==> config.mk <==
export PLATFORM = sky130hd
export DESIGN_NAME = fee_record_parser_crc_check
export DESIGN_NICKNAME = d
export VERILOG_FILES = /design/src/sv/frp_pkg.sv /design/src/sv/frp_front.sv /design/src/sv/frp_queue.sv /design/src/sv/frp_back.sv /design/src/sv/fee_record_parser_crc_check.sv
export SDC_FILE = /design/constraint.sdc
export NUM_CORES = 1
export LEC_CHECK = 0
export BUFFER_PORTS_ARGS = -buffer_cell sky130_fd_sc_hd__buf_2
export CORE_AREA = 2 2 203 205
export DETAILED_ROUTE_END_ITERATION = 10
export DIE_AREA = 0 0 205 207
export PLACE_DENSITY = 0.78
export SYNTH_ARGS = -nofsm -noshare
export SYNTH_HDL_FRONTEND = slang
export SYNTH_SLANG_ARGS = --single-unit
==> constraint.sdc <==
create_clock -name i_clk -period 12 [get_ports i_clk]
set_clock_uncertainty 0.1 [all_clocks]
set_input_delay 2.4 -clock i_clk [delete_from_list [all_inputs] [get_ports i_clk]]
set_output_delay 2.4 -clock i_clk [all_outputs]
set_load 0.05 [all_outputs]
==> src/sv/frp_pkg.sv <==
// Package of shared types, codes and the CRC function for the front-end record parser.
`default_nettype none

package frp_pkg;

    // Stream constants.
    localparam logic [15:0] MARKER_WORD        = 16'hfeed;
    localparam logic [15:0] CRC_POLY           = 16'h8005;
    localparam logic [15:0] CRC_INIT           = 16'hffff;
    localparam logic [31:0] ROLLOVER_STEP      = 32'h0010_0000;
    localparam logic [16:0] FIRST_SAMPLE_INDEX = 17'd9;
    localparam logic [15:0] MIN_LENGTH         = 16'd8;

    // Header word positions within a record.
    localparam logic [16:0] POS_LENGTH  = 17'd1;
    localparam logic [16:0] POS_CHANNEL = 17'd3;
    localparam logic [16:0] POS_CROSS_H = 17'd4;
    localparam logic [16:0] POS_CROSS_L = 17'd5;

    // Default depth of the queue between front and back.
    localparam int QUEUE_DEPTH_DEFAULT = 4;

    // Result kinds.
    localparam logic [2:0] KIND_SAMPLE   = 3'd0;
    localparam logic [2:0] KIND_GOOD     = 3'd1;
    localparam logic [2:0] KIND_CRC_BAD  = 3'd2;
    localparam logic [2:0] KIND_ADDR_BAD = 3'd3;
    localparam logic [2:0] KIND_SHORT    = 3'd4;

    // Input transaction.
    typedef struct packed {
        logic [15:0] data_word;
        logic        stream_start;
    } t_in_item;

    // Output transaction.
    typedef struct packed {
        logic [2:0]  item_kind;
        logic [7:0]  channel_index;
        logic [31:0] sample_time;
        logic [15:0] sample_value;
    } t_out_item;

    // Commands passed from the front to the back.
    typedef enum logic [1:0] {
        CMD_SAMPLE,
        CMD_VERDICT,
        CMD_BASE
    } t_cmd_op;

    typedef struct packed {
        t_cmd_op     op;
        logic [2:0]  kind;
        logic [7:0]  chan;
        logic [31:0] time_base;
        logic [15:0] value;
    } t_cmd;

    // Push request from the front into the queue.
    typedef struct packed {
        logic push;
        t_cmd cmd;
    } t_push;

    // CRC-16, MSB first over one 16-bit word, no final inversion.
    function automatic logic [15:0] crc_word(input logic [15:0] crc, input logic [15:0] w);
        logic [15:0] c;
        c = crc ^ w;
        for (int k = 0; k < 16; k++) begin
            if (c[15]) begin
                c = {c[14:0], 1'b0} ^ CRC_POLY;
            end else begin
                c = {c[14:0], 1'b0};
            end
        end
        return c;
    endfunction

endpackage

`default_nettype wire

==> src/sv/frp_front.sv <==
// Front part: hunts for records, captures header fields, runs the CRC and issues commands.
`default_nettype none

module frp_front
    import frp_pkg::*;
(
    input  wire      i_clk,
    input  wire      i_rst_n,
    input  wire      i_accept,
    input  t_in_item i_item,
    output t_push    o_push
);

    logic        r_hunting,    n_hunting;
    logic [15:0] r_pos,        n_pos;
    logic [15:0] r_len,        n_len;
    logic [7:0]  r_chan,       n_chan;
    logic        r_addr_bad,   n_addr_bad;
    logic [19:0] r_cross,      n_cross;
    logic [19:0] r_prev,       n_prev;
    logic [19:0] r_first,      n_first;
    logic        r_first_seen, n_first_seen;
    logic [31:0] r_roll,       n_roll;
    logic [15:0] r_crc,        n_crc;

    // Working copy of the state, cleared when a new stream begins.
    logic        c_hunting;
    logic [15:0] c_pos;
    logic [15:0] c_len;
    logic [7:0]  c_chan;
    logic        c_addr_bad;
    logic [19:0] c_cross;
    logic [19:0] c_prev;
    logic [19:0] c_first;
    logic        c_first_seen;
    logic [31:0] c_roll;
    logic [15:0] c_crc;

    logic [15:0] w;
    logic [16:0] idx;
    logic [19:0] cross5;
    logic [19:0] first5;
    logic [3:0]  addr;

    assign w = i_item.data_word;

    // Classify the word and work out the next parser state.
    always_comb begin
        c_hunting    = r_hunting;
        c_pos        = r_pos;
        c_len        = r_len;
        c_chan       = r_chan;
        c_addr_bad   = r_addr_bad;
        c_cross      = r_cross;
        c_prev       = r_prev;
        c_first      = r_first;
        c_first_seen = r_first_seen;
        c_roll       = r_roll;
        c_crc        = r_crc;
        if (i_item.stream_start) begin
            c_hunting    = 1'b1;
            c_pos        = '0;
            c_len        = '0;
            c_chan       = '0;
            c_addr_bad   = 1'b0;
            c_cross      = '0;
            c_prev       = '0;
            c_first      = '0;
            c_first_seen = 1'b0;
            c_roll       = '0;
            c_crc        = CRC_INIT;
        end

        n_hunting    = c_hunting;
        n_pos        = c_pos;
        n_len        = c_len;
        n_chan       = c_chan;
        n_addr_bad   = c_addr_bad;
        n_cross      = c_cross;
        n_prev       = c_prev;
        n_first      = c_first;
        n_first_seen = c_first_seen;
        n_roll       = c_roll;
        n_crc        = c_crc;

        o_push           = '0;
        o_push.cmd.op    = CMD_SAMPLE;
        idx              = {1'b0, c_pos} + 17'd1;
        cross5           = {c_cross[19:4], w[3:0]};
        first5           = c_first_seen ? c_first : cross5;
        addr             = w[8:5];

        if (c_hunting) begin
            if (w == MARKER_WORD) begin
                n_hunting  = 1'b0;
                n_pos      = '0;
                n_len      = '0;
                n_chan     = '0;
                n_addr_bad = 1'b0;
                n_cross    = '0;
                n_crc      = crc_word(CRC_INIT, w);
            end
        end else if (idx >= 17'd2 && idx == ({1'b0, c_len} + 17'd1)) begin
            // CRC word closes the record with a verdict.
            o_push.push     = 1'b1;
            o_push.cmd.op   = CMD_VERDICT;
            o_push.cmd.chan = c_chan;
            if (w != c_crc) begin
                o_push.cmd.kind = KIND_CRC_BAD;
            end else if (c_addr_bad) begin
                o_push.cmd.kind = KIND_ADDR_BAD;
            end else begin
                o_push.cmd.kind = KIND_GOOD;
            end
            n_hunting = 1'b1;
            n_pos     = '0;
            n_crc     = CRC_INIT;
        end else begin
            n_crc = crc_word(c_crc, w);
            n_pos = idx[15:0];
            if (idx == POS_LENGTH) begin
                n_len = w;
                if (w < MIN_LENGTH) begin
                    o_push.push     = 1'b1;
                    o_push.cmd.op   = CMD_VERDICT;
                    o_push.cmd.kind = KIND_SHORT;
                    n_hunting       = 1'b1;
                    n_pos           = '0;
                    n_crc           = CRC_INIT;
                end
            end else if (idx == POS_CHANNEL) begin
                n_chan     = {addr[2:0], w[4:0]};
                n_addr_bad = addr[3];
            end else if (idx == POS_CROSS_H) begin
                n_cross = {w, 4'b0000};
            end else if (idx == POS_CROSS_L) begin
                // Unwrap the crossing count and hand the time base to the back.
                n_cross = cross5;
                if (cross5 < c_prev) begin
                    n_roll = c_roll + ROLLOVER_STEP;
                end
                n_prev               = cross5;
                n_first              = first5;
                n_first_seen         = 1'b1;
                o_push.push          = 1'b1;
                o_push.cmd.op        = CMD_BASE;
                o_push.cmd.time_base = {12'b0, cross5} + n_roll - {12'b0, first5};
            end else if (idx >= FIRST_SAMPLE_INDEX && !c_addr_bad) begin
                o_push.push      = 1'b1;
                o_push.cmd.op    = CMD_SAMPLE;
                o_push.cmd.chan  = c_chan;
                o_push.cmd.value = w;
            end
        end

        o_push.push = o_push.push & i_accept;
    end

    // Parser state, updated on each accepted transaction.
    always_ff @(posedge i_clk) begin
        if (!i_rst_n) begin
            r_hunting    <= 1'b1;
            r_pos        <= '0;
            r_len        <= '0;
            r_chan       <= '0;
            r_addr_bad   <= 1'b0;
            r_cross      <= '0;
            r_prev       <= '0;
            r_first      <= '0;
            r_first_seen <= 1'b0;
            r_roll       <= '0;
            r_crc        <= CRC_INIT;
        end else if (i_accept) begin
            r_hunting    <= n_hunting;
            r_pos        <= n_pos;
            r_len        <= n_len;
            r_chan       <= n_chan;
            r_addr_bad   <= n_addr_bad;
            r_cross      <= n_cross;
            r_prev       <= n_prev;
            r_first      <= n_first;
            r_first_seen <= n_first_seen;
            r_roll       <= n_roll;
            r_crc        <= n_crc;
        end
    end

endmodule

`default_nettype wire

==> src/sv/frp_queue.sv <==
// Short command queue between the front and the back parts.
`default_nettype none

module frp_queue
    import frp_pkg::*;
#(
    parameter int DEPTH = QUEUE_DEPTH_DEFAULT
) (
    input  wire   i_clk,
    input  wire   i_rst_n,
    input  t_push i_push,
    input  wire   i_pop,
    output t_cmd  o_head,
    output logic  o_valid,
    output logic  o_full
);

    localparam int PTR_W = (DEPTH > 1) ? $clog2(DEPTH) : 1;
    localparam int CNT_W = $clog2(DEPTH + 1);

    t_cmd             r_mem [DEPTH];
    logic [PTR_W-1:0] r_wr, n_wr;
    logic [PTR_W-1:0] r_rd, n_rd;
    logic [CNT_W-1:0] r_count;

    assign o_head  = r_mem[r_rd];
    assign o_valid = (r_count != '0);
    assign o_full  = (r_count == CNT_W'(DEPTH));

    // Pointer advance with wrap at the depth.
    always_comb begin
        n_wr = (r_wr == PTR_W'(DEPTH - 1)) ? '0 : r_wr + PTR_W'(1);
        n_rd = (r_rd == PTR_W'(DEPTH - 1)) ? '0 : r_rd + PTR_W'(1);
    end

    // Pointers and fill count.
    always_ff @(posedge i_clk) begin
        if (!i_rst_n) begin
            r_wr    <= '0;
            r_rd    <= '0;
            r_count <= '0;
        end else begin
            if (i_push.push) begin
                r_wr <= n_wr;
            end
            if (i_pop) begin
                r_rd <= n_rd;
            end
            if (i_push.push && !i_pop) begin
                r_count <= r_count + CNT_W'(1);
            end else if (!i_push.push && i_pop) begin
                r_count <= r_count - CNT_W'(1);
            end
        end
    end

    // Queue storage.
    always_ff @(posedge i_clk) begin
        if (i_push.push) begin
            r_mem[r_wr] <= i_push.cmd;
        end
    end

endmodule

`default_nettype wire

==> src/sv/frp_back.sv <==
// Back part: keeps the running sample time and drives the output register.
`default_nettype none

module frp_back
    import frp_pkg::*;
(
    input  wire       i_clk,
    input  wire       i_rst_n,
    input  t_cmd      i_head,
    input  wire       i_head_valid,
    output logic      o_pop,
    output logic      o_valid,
    input  wire       i_stall,
    output t_out_item o_data
);

    logic        r_out_valid;
    t_out_item   r_out;
    logic [31:0] r_time;
    logic        out_free;

    assign out_free = !r_out_valid || !i_stall;
    assign o_pop    = i_head_valid && ((i_head.op == CMD_BASE) || out_free);
    assign o_valid  = r_out_valid;
    assign o_data   = r_out;

    // Output valid flag.
    always_ff @(posedge i_clk) begin
        if (!i_rst_n) begin
            r_out_valid <= 1'b0;
        end else if (o_pop && i_head.op != CMD_BASE) begin
            r_out_valid <= 1'b1;
        end else if (!i_stall) begin
            r_out_valid <= 1'b0;
        end
    end

    // Running time and output payload.
    always_ff @(posedge i_clk) begin
        if (o_pop) begin
            unique case (i_head.op)
                CMD_BASE: begin
                    r_time <= i_head.time_base;
                end
                CMD_SAMPLE: begin
                    r_out.item_kind     <= KIND_SAMPLE;
                    r_out.channel_index <= i_head.chan;
                    r_out.sample_time   <= r_time;
                    r_out.sample_value  <= i_head.value;
                    r_time              <= r_time + 32'd1;
                end
                CMD_VERDICT: begin
                    r_out.item_kind     <= i_head.kind;
                    r_out.channel_index <= i_head.chan;
                    r_out.sample_time   <= '0;
                    r_out.sample_value  <= '0;
                end
                default: begin
                    r_out <= r_out;
                end
            endcase
        end
    end

endmodule

`default_nettype wire

==> src/sv/fee_record_parser_crc_check.sv <==
// Top level of the front-end record parser with CRC check.
//
// The input channel takes one 16-bit stream word per transaction together with
// a stream_start flag that clears the front's parser and timing state before
// the word is parsed. The output channel gives samples and one verdict per record.
// Both channels use valid and stall; a transaction completes on a clock edge
// with valid high and stall low.
// One word is accepted every cycle while the command queue has room; each
// word produces at most one queue command, and the back part retires one
// command per cycle while i_stall is low, so the sustained rate is one word
// per clock. The accepting edge writes a word's command into the queue, and
// the edge that pops it loads the output register once that register is free.
// When the receiver stalls, the output register holds its transaction and the
// queue fills; o_stall rises once the queue holds QUEUE_DEPTH commands, and
// falls again on the cycle after the back part takes one out.
// Synchronous reset puts the parser back into marker hunting, clears the
// crossing-count history and empties the queue and the output register.
`default_nettype none

module fee_record_parser_crc_check
    import frp_pkg::*;
#(
    parameter int QUEUE_DEPTH = QUEUE_DEPTH_DEFAULT
) (
    input  wire       i_clk,
    input  wire       i_rst_n,
    input  wire       i_valid,
    output logic      o_stall,
    input  t_in_item  i_data,
    output logic      o_valid,
    input  wire       i_stall,
    output t_out_item o_data
);

    logic  accept;
    logic  q_full;
    logic  q_valid;
    logic  q_pop;
    t_push push;
    t_cmd  q_head;

    assign o_stall = q_full;
    assign accept  = i_valid && !q_full;

    // Front part: parsing and CRC.
    frp_front u_front (
        .i_clk    (i_clk),
        .i_rst_n  (i_rst_n),
        .i_accept (accept),
        .i_item   (i_data),
        .o_push   (push)
    );

    // Command queue.
    frp_queue #(
        .DEPTH (QUEUE_DEPTH)
    ) u_queue (
        .i_clk   (i_clk),
        .i_rst_n (i_rst_n),
        .i_push  (push),
        .i_pop   (q_pop),
        .o_head  (q_head),
        .o_valid (q_valid),
        .o_full  (q_full)
    );

    // Back part: timing and output register.
    frp_back u_back (
        .i_clk        (i_clk),
        .i_rst_n      (i_rst_n),
        .i_head       (q_head),
        .i_head_valid (q_valid),
        .o_pop        (q_pop),
        .o_valid      (o_valid),
        .i_stall      (i_stall),
        .o_data       (o_data)
    );

endmodule

`default_nettype wire
# After elaboration in Yosys (flattened, before gate mapping)
# Memories as Yosys holds them, arrays and structs flattened. A register that Yosys moved wholly into a read port is not among the register bits.
# Cells that the tools add are included.
word_totals:
  ff_bits: 250
  latch_bits: 0
  ram_bits: 244
  rom_bits: 0
  inputBits: 21
  out_inout_bits: 61
  wordCells: 309
  n_memories: 1
memory_table:
  columns: ["name", "depth", "width", "read_ports", "rd_clocked_by_memory_dff", "write_ports", "line", "rtl"]
  rows:
  - ["u_queue.r_mem", 4, 61, 1, 1, 1, "frp_queue.sv:21", "t_cmd r_mem [DEPTH];"]
classes:
  addsub: 10
  n_mul: 0
  div: 0
  magnitude_cmp: 4
  eq_ne: 14
  shift: 0
  mux: 203
  bitwise: 35
  reduce_logical: 22
ops:
  columns: ["operator", "n"]
  rows:
  - ["$mux 16", 111]
  - ["$mux 32", 15]
  - ["$mux 20", 22]
  - ["$mux 56", 3]
  - ["$pmux 59 s2", 1]
  - ["$not 3->3", 32]
  - ["$mux 8", 8]
  - ["$pmux 32 s2", 1]
  - ["$mux 62", 1]
  - ["$mux 48", 1]
  - ["$add 16x1->17 const B", 2]
  - ["$eq 17x3->1 const B", 2]
  - ["$add 20x32->32", 1]
  - ["$add 32x1->32 const B", 1]
  - ["$add 32x21->32 const B", 1]
  - ["$sub 32x20->32", 1]
  - ["$mux 3", 9]
  - ["$mux 1", 23]
  - ["$lt 20x20->1", 1]
  - ["$eq 17x1->1 const B", 1]
  - ["$eq 17x17->1", 1]
  - ["$eq 17x2->1 const B", 1]
  - ["$ge 17x2->1 const B", 1]
  - ["$ge 17x4->1 const B", 1]
  - ["other kinds (25)", 47]

# Logic depth before layout (Yosys ltp)
depth:
  ltp_word: 68
  ltp_mapped: 30

# Cells and area by module
# A second synthesis with hierarchy kept.
hier_totals:
  cells_unflattened: 2171
  area_unflattened_um2: 24968.9
by_module_without_submodules:
  columns: ["module", "n_inst", "cells_per_inst", "area_each_um2"]
  rows:
  - ["frp_front", 1, 1459, 11400.9]
  - ["frp_queue", 1, 363, 9328.9]
  - ["frp_back", 1, 348, 4225.3]
  - ["fee_record_parser_crc_check", 1, 1, 13.8]

# Worst setup path after synthesis
# OpenSTA, ideal clock, no wires.
synth_timing:
  path_type: "in2reg"
  from: "input port i_data[0] in the netlist's numbering"
  to: "memory u_queue.r_mem[0][0] in the netlist's numbering (enable)"
  setup_ps: 425
  t_arrival_ps: 8695
  path_slack_ps: 2779
  cell_stages: 21
  path_buffers: 10
  path_cell_list: "buf_2 > buf_2 > buf_2 > buf_1 > buf_1 > buf_2 > buf_1 > clkbuf_1 > clkbuf_1 > nor2b_1 > ha_1 > buf_2 > nand3_1 > mux2i_1 > xnor2_1 > a21oi_1 > or4_1 > a2111oi_4 > a21oi_2 > a31oi_4 > and2_1"
synth_lines:
  columns: ["item", "line", "rtl"]
  rows:
  - ["from (decl)", "fee_record_parser_crc_check.sv:29", "input t_in_item i_data,"]
  - ["to (decl)", "frp_queue.sv:21", null]

==> metrics <==
status=finished, final reports clean; post_cts resized=0; Tcrit/Tclk final=0.654; DRT Wirelength=60.9 mm; Top FF cell, synth=edfxtp_1; FF-to-FF path depth=13; Via Count=17600; Critical Path AT=8.00 ns; CP peak stage delay=0.83 ns; Post-CTS Repair Setup Buffers=0; DR WL/cell=21.9 um; TritonCTS clock tree=yes; sequential power share=0.419; n_diodes=0; number of flops mapped to enable cells by yosys=335; CP delay by family, top=simple AND/OR/NAND/NOR gates; Die Area=42400 um^2; Routed Antenna Nets=0; GRT Total Usage=0.287; Detailed Place HPWL=39.3 mm; pin count of the biggest net entering global routing=62; # H-tree levels=2; initial cell density of the core=0.623; hold crit path type=reg2reg; Residual DRC=0; slowest stage cell, crit path=and2_2; P_leak=9.97 nW; count leader, synth=edfxtp_1; Finish-stage setup viols=0; Die Wd=205 um; port bufs=81; Clock Pin Slew Worst Setup and Hold Paths=0.06 ns; RSZ-0062 raised after global routing=no; Synth top area share=0.400; num rows=74; number of vias per cell=6.35; area delta synth->final=9.47%; max-slew violation count=0; Synth cell types=92; gate count after technology mapping=2171; CP max FO=55; Skew-Pair Late Insertion Delay=0.61 ns; Fmax=0.127 GHz; CP Capture Type=flop; detailed-router iteration count before antenna repair=6; Root Buffer=clkbuf_16; GPL Wtd Cong=0.963; total negative slack=0 ns; Sw Pwr=0.00145 W; Synth area leaders=edfxtp_1 (40%), dfxtp_1 (13%), mux4_2 (5.5%); first-pass GRT wire length=95.4 mm; CP Depth=16; Final WS setup=4.15 ns; Final Hold Fails=0; Crit path buffers/inverters=5; ys async rst share=0; crit start category=input port; maxcap violations=0; core box area=40400 um^2; Syn. warnings=0; reg2reg start=u_front.r_pos[0]$_SDFFE_PN0P_; Clock Sinks=492; initial antenna violation count=0; worst-margin pin slew=1.21 ns; Sw Ratio=0.304; Max Buffers Root-to-Sink=3; Top Ports=82; Die Ht=207 um; Comb pwr share=0.249; CTS Hold Bufs=0; crit path from=i_data[0]; synthesized flop and latch total=492; Avg Inst Size Synth=11.6 um^2; gr ovfl total=0; Tmin final=7.85 ns; Rel. slew slack=0.192; peak supply drop=0.130 mV; fillers=2958; Post-Syn Nets=2291; critical path cell sequence=buf_2, buf_4, inv_2, nand2_1, inv_1, ha_1, nand3_1, mux2i_1, xnor2_1, a21oi_1, or4_1, a2111oi_4, a21oi_2, a31oi_4, and2_2, buf_4; cts bufs inserted=50; setup slack at placement=3.57 ns; PwrDens=174 nW/um^2; Most common cell on crit path=buf_4; top cells by count, synth=edfxtp_1 (335), nor2_1 (162), dfxtp_1 (157); leading area contributor after synthesis=edfxtp_1; Setup CP Type=in2reg; sequential fraction of the synthesis area=0.525; Nets=2324; clock power share=0.332; synthesized area=25100 um^2; vias in the first global route=17400; internal cell power=0.00333 W; layout cells sized above 1=0.132; hold path cells=1; hold path start=u_front.r_roll[11]$_SDFFE_PN0P_; Worst EP required=12.15 ns; initial drt markers=1621
## final timing paths
path                                           to  slack (ns)
setup / recovery   u_queue.r_mem[0][24]$_DFFE_PP_        4.15
setup reg to reg   u_queue.r_mem[0][24]$_DFFE_PP_        6.28
hold / removal    u_front.r_roll[11]$_SDFFE_PN0P_        0.35
hold reg to reg   u_front.r_roll[11]$_SDFFE_PN0P_        0.35
## area by class of cell
| class | count | area, um^2 | share of cell area |
|---|---|---|---|
| flip-flops and latches | 492 | 13200 | 0.480 |
| well taps | 532 | 666 | 0.0242 |
| inverters | 115 | 432 | 0.0157 |
| clock inverters | 34 | 372 | 0.0135 |
| clock buffers | 60 | 1290 | 0.0468 |
| repair buffers | 103 | 571 | 0.0207 |
| multi-input cells | 1442 | 11000 | 0.399 |
## cells in the final DEF (no fill, tap or decap), drive strengths merged, types with 13 or more instances in the layout
cell type / instances
a22o: 62
nand2: 151
nor2: 165
clkbuf: 60
o22ai: 23
mux2i: 21
and2: 82
a21o: 30
buf: 103
inv: 119
edfxtp: 335
a31oi: 15
fa: 19
or3: 13
mux4: 61
nor3: 55
nor4: 19
and3: 15
mux2: 20
xor2: 56
nor2b: 34
a21oi: 115
nand4: 18
o211ai: 13
ha: 80
o21ai: 62
xnor2: 121
nand3: 45
clkinv: 22
dfxtp: 157
## flip-flops by register name, indices dropped and copies added (netlist names), 8 cells and up, named ones only
signal,flops
u_queue.r_mem,244
u_back.o_data,59
u_back.r_time,32
u_front.r_roll,32
u_front.r_first,20
u_front.r_prev,20
u_front.r_crc,16
u_front.r_cross,16
u_front.r_len,16
u_front.r_pos,16
u_front.r_chan,8
## power groups by stage
stage	sequential (W)	clock [W]	combinational [W]
after floorplan	0.00205	0	0.000887
after global placement	0.00204	0	0.00114
after detailed placement	0.00204	0	0.00117
after CTS	0.00201	0.00161	0.00119
after global routing	0.00202	0.00167	0.00130
final	0.00201	0.00159	0.00119
## routing by layer
layer,GRT usage,up-vias,share of wire
met5,0,-,0
met4,0.108,0,0.036
met3,0.0396,152,0.068
met2,0.469,781,0.48
met1,0.393,8705,0.42
li1,-,8007,-
## cells by family (layout without fill, tap and decap cells)
kind of cell | count (synthesis) | count (layout) | share of synthesized area
multiplexers | 102 | 102 | 0.0720
AND/OR/NAND/NOR | 649 | 649 | 0.133
flip-flops | 492 | 492 | 0.525
adder cells (fa/ha/maj) | 99 | 99 | 0.0550
buffers and inverters | 237 | 312 | 0.0392
AO/OA/AOI/OAI | 414 | 414 | 0.113
XOR/XNOR | 178 | 178 | 0.0626
## through the flow
stage	utilization	power, W	std cells	hold slack [ns]	instance area, um^2
after detailed placement	0.640	0.00321	2684	0.341	25900
after global placement	0.640	0.00318	2684	0.334	25900
after global routing	0.682	0.00498	2778	0.369	27500
after floorplan	-	0.00294	2171	0.321	25100
final	0.682	0.00479	2778	0.353	27500
after CTS	0.682	0.00481	2778	0.360	27500
Power figures use the tool's default switching activity.
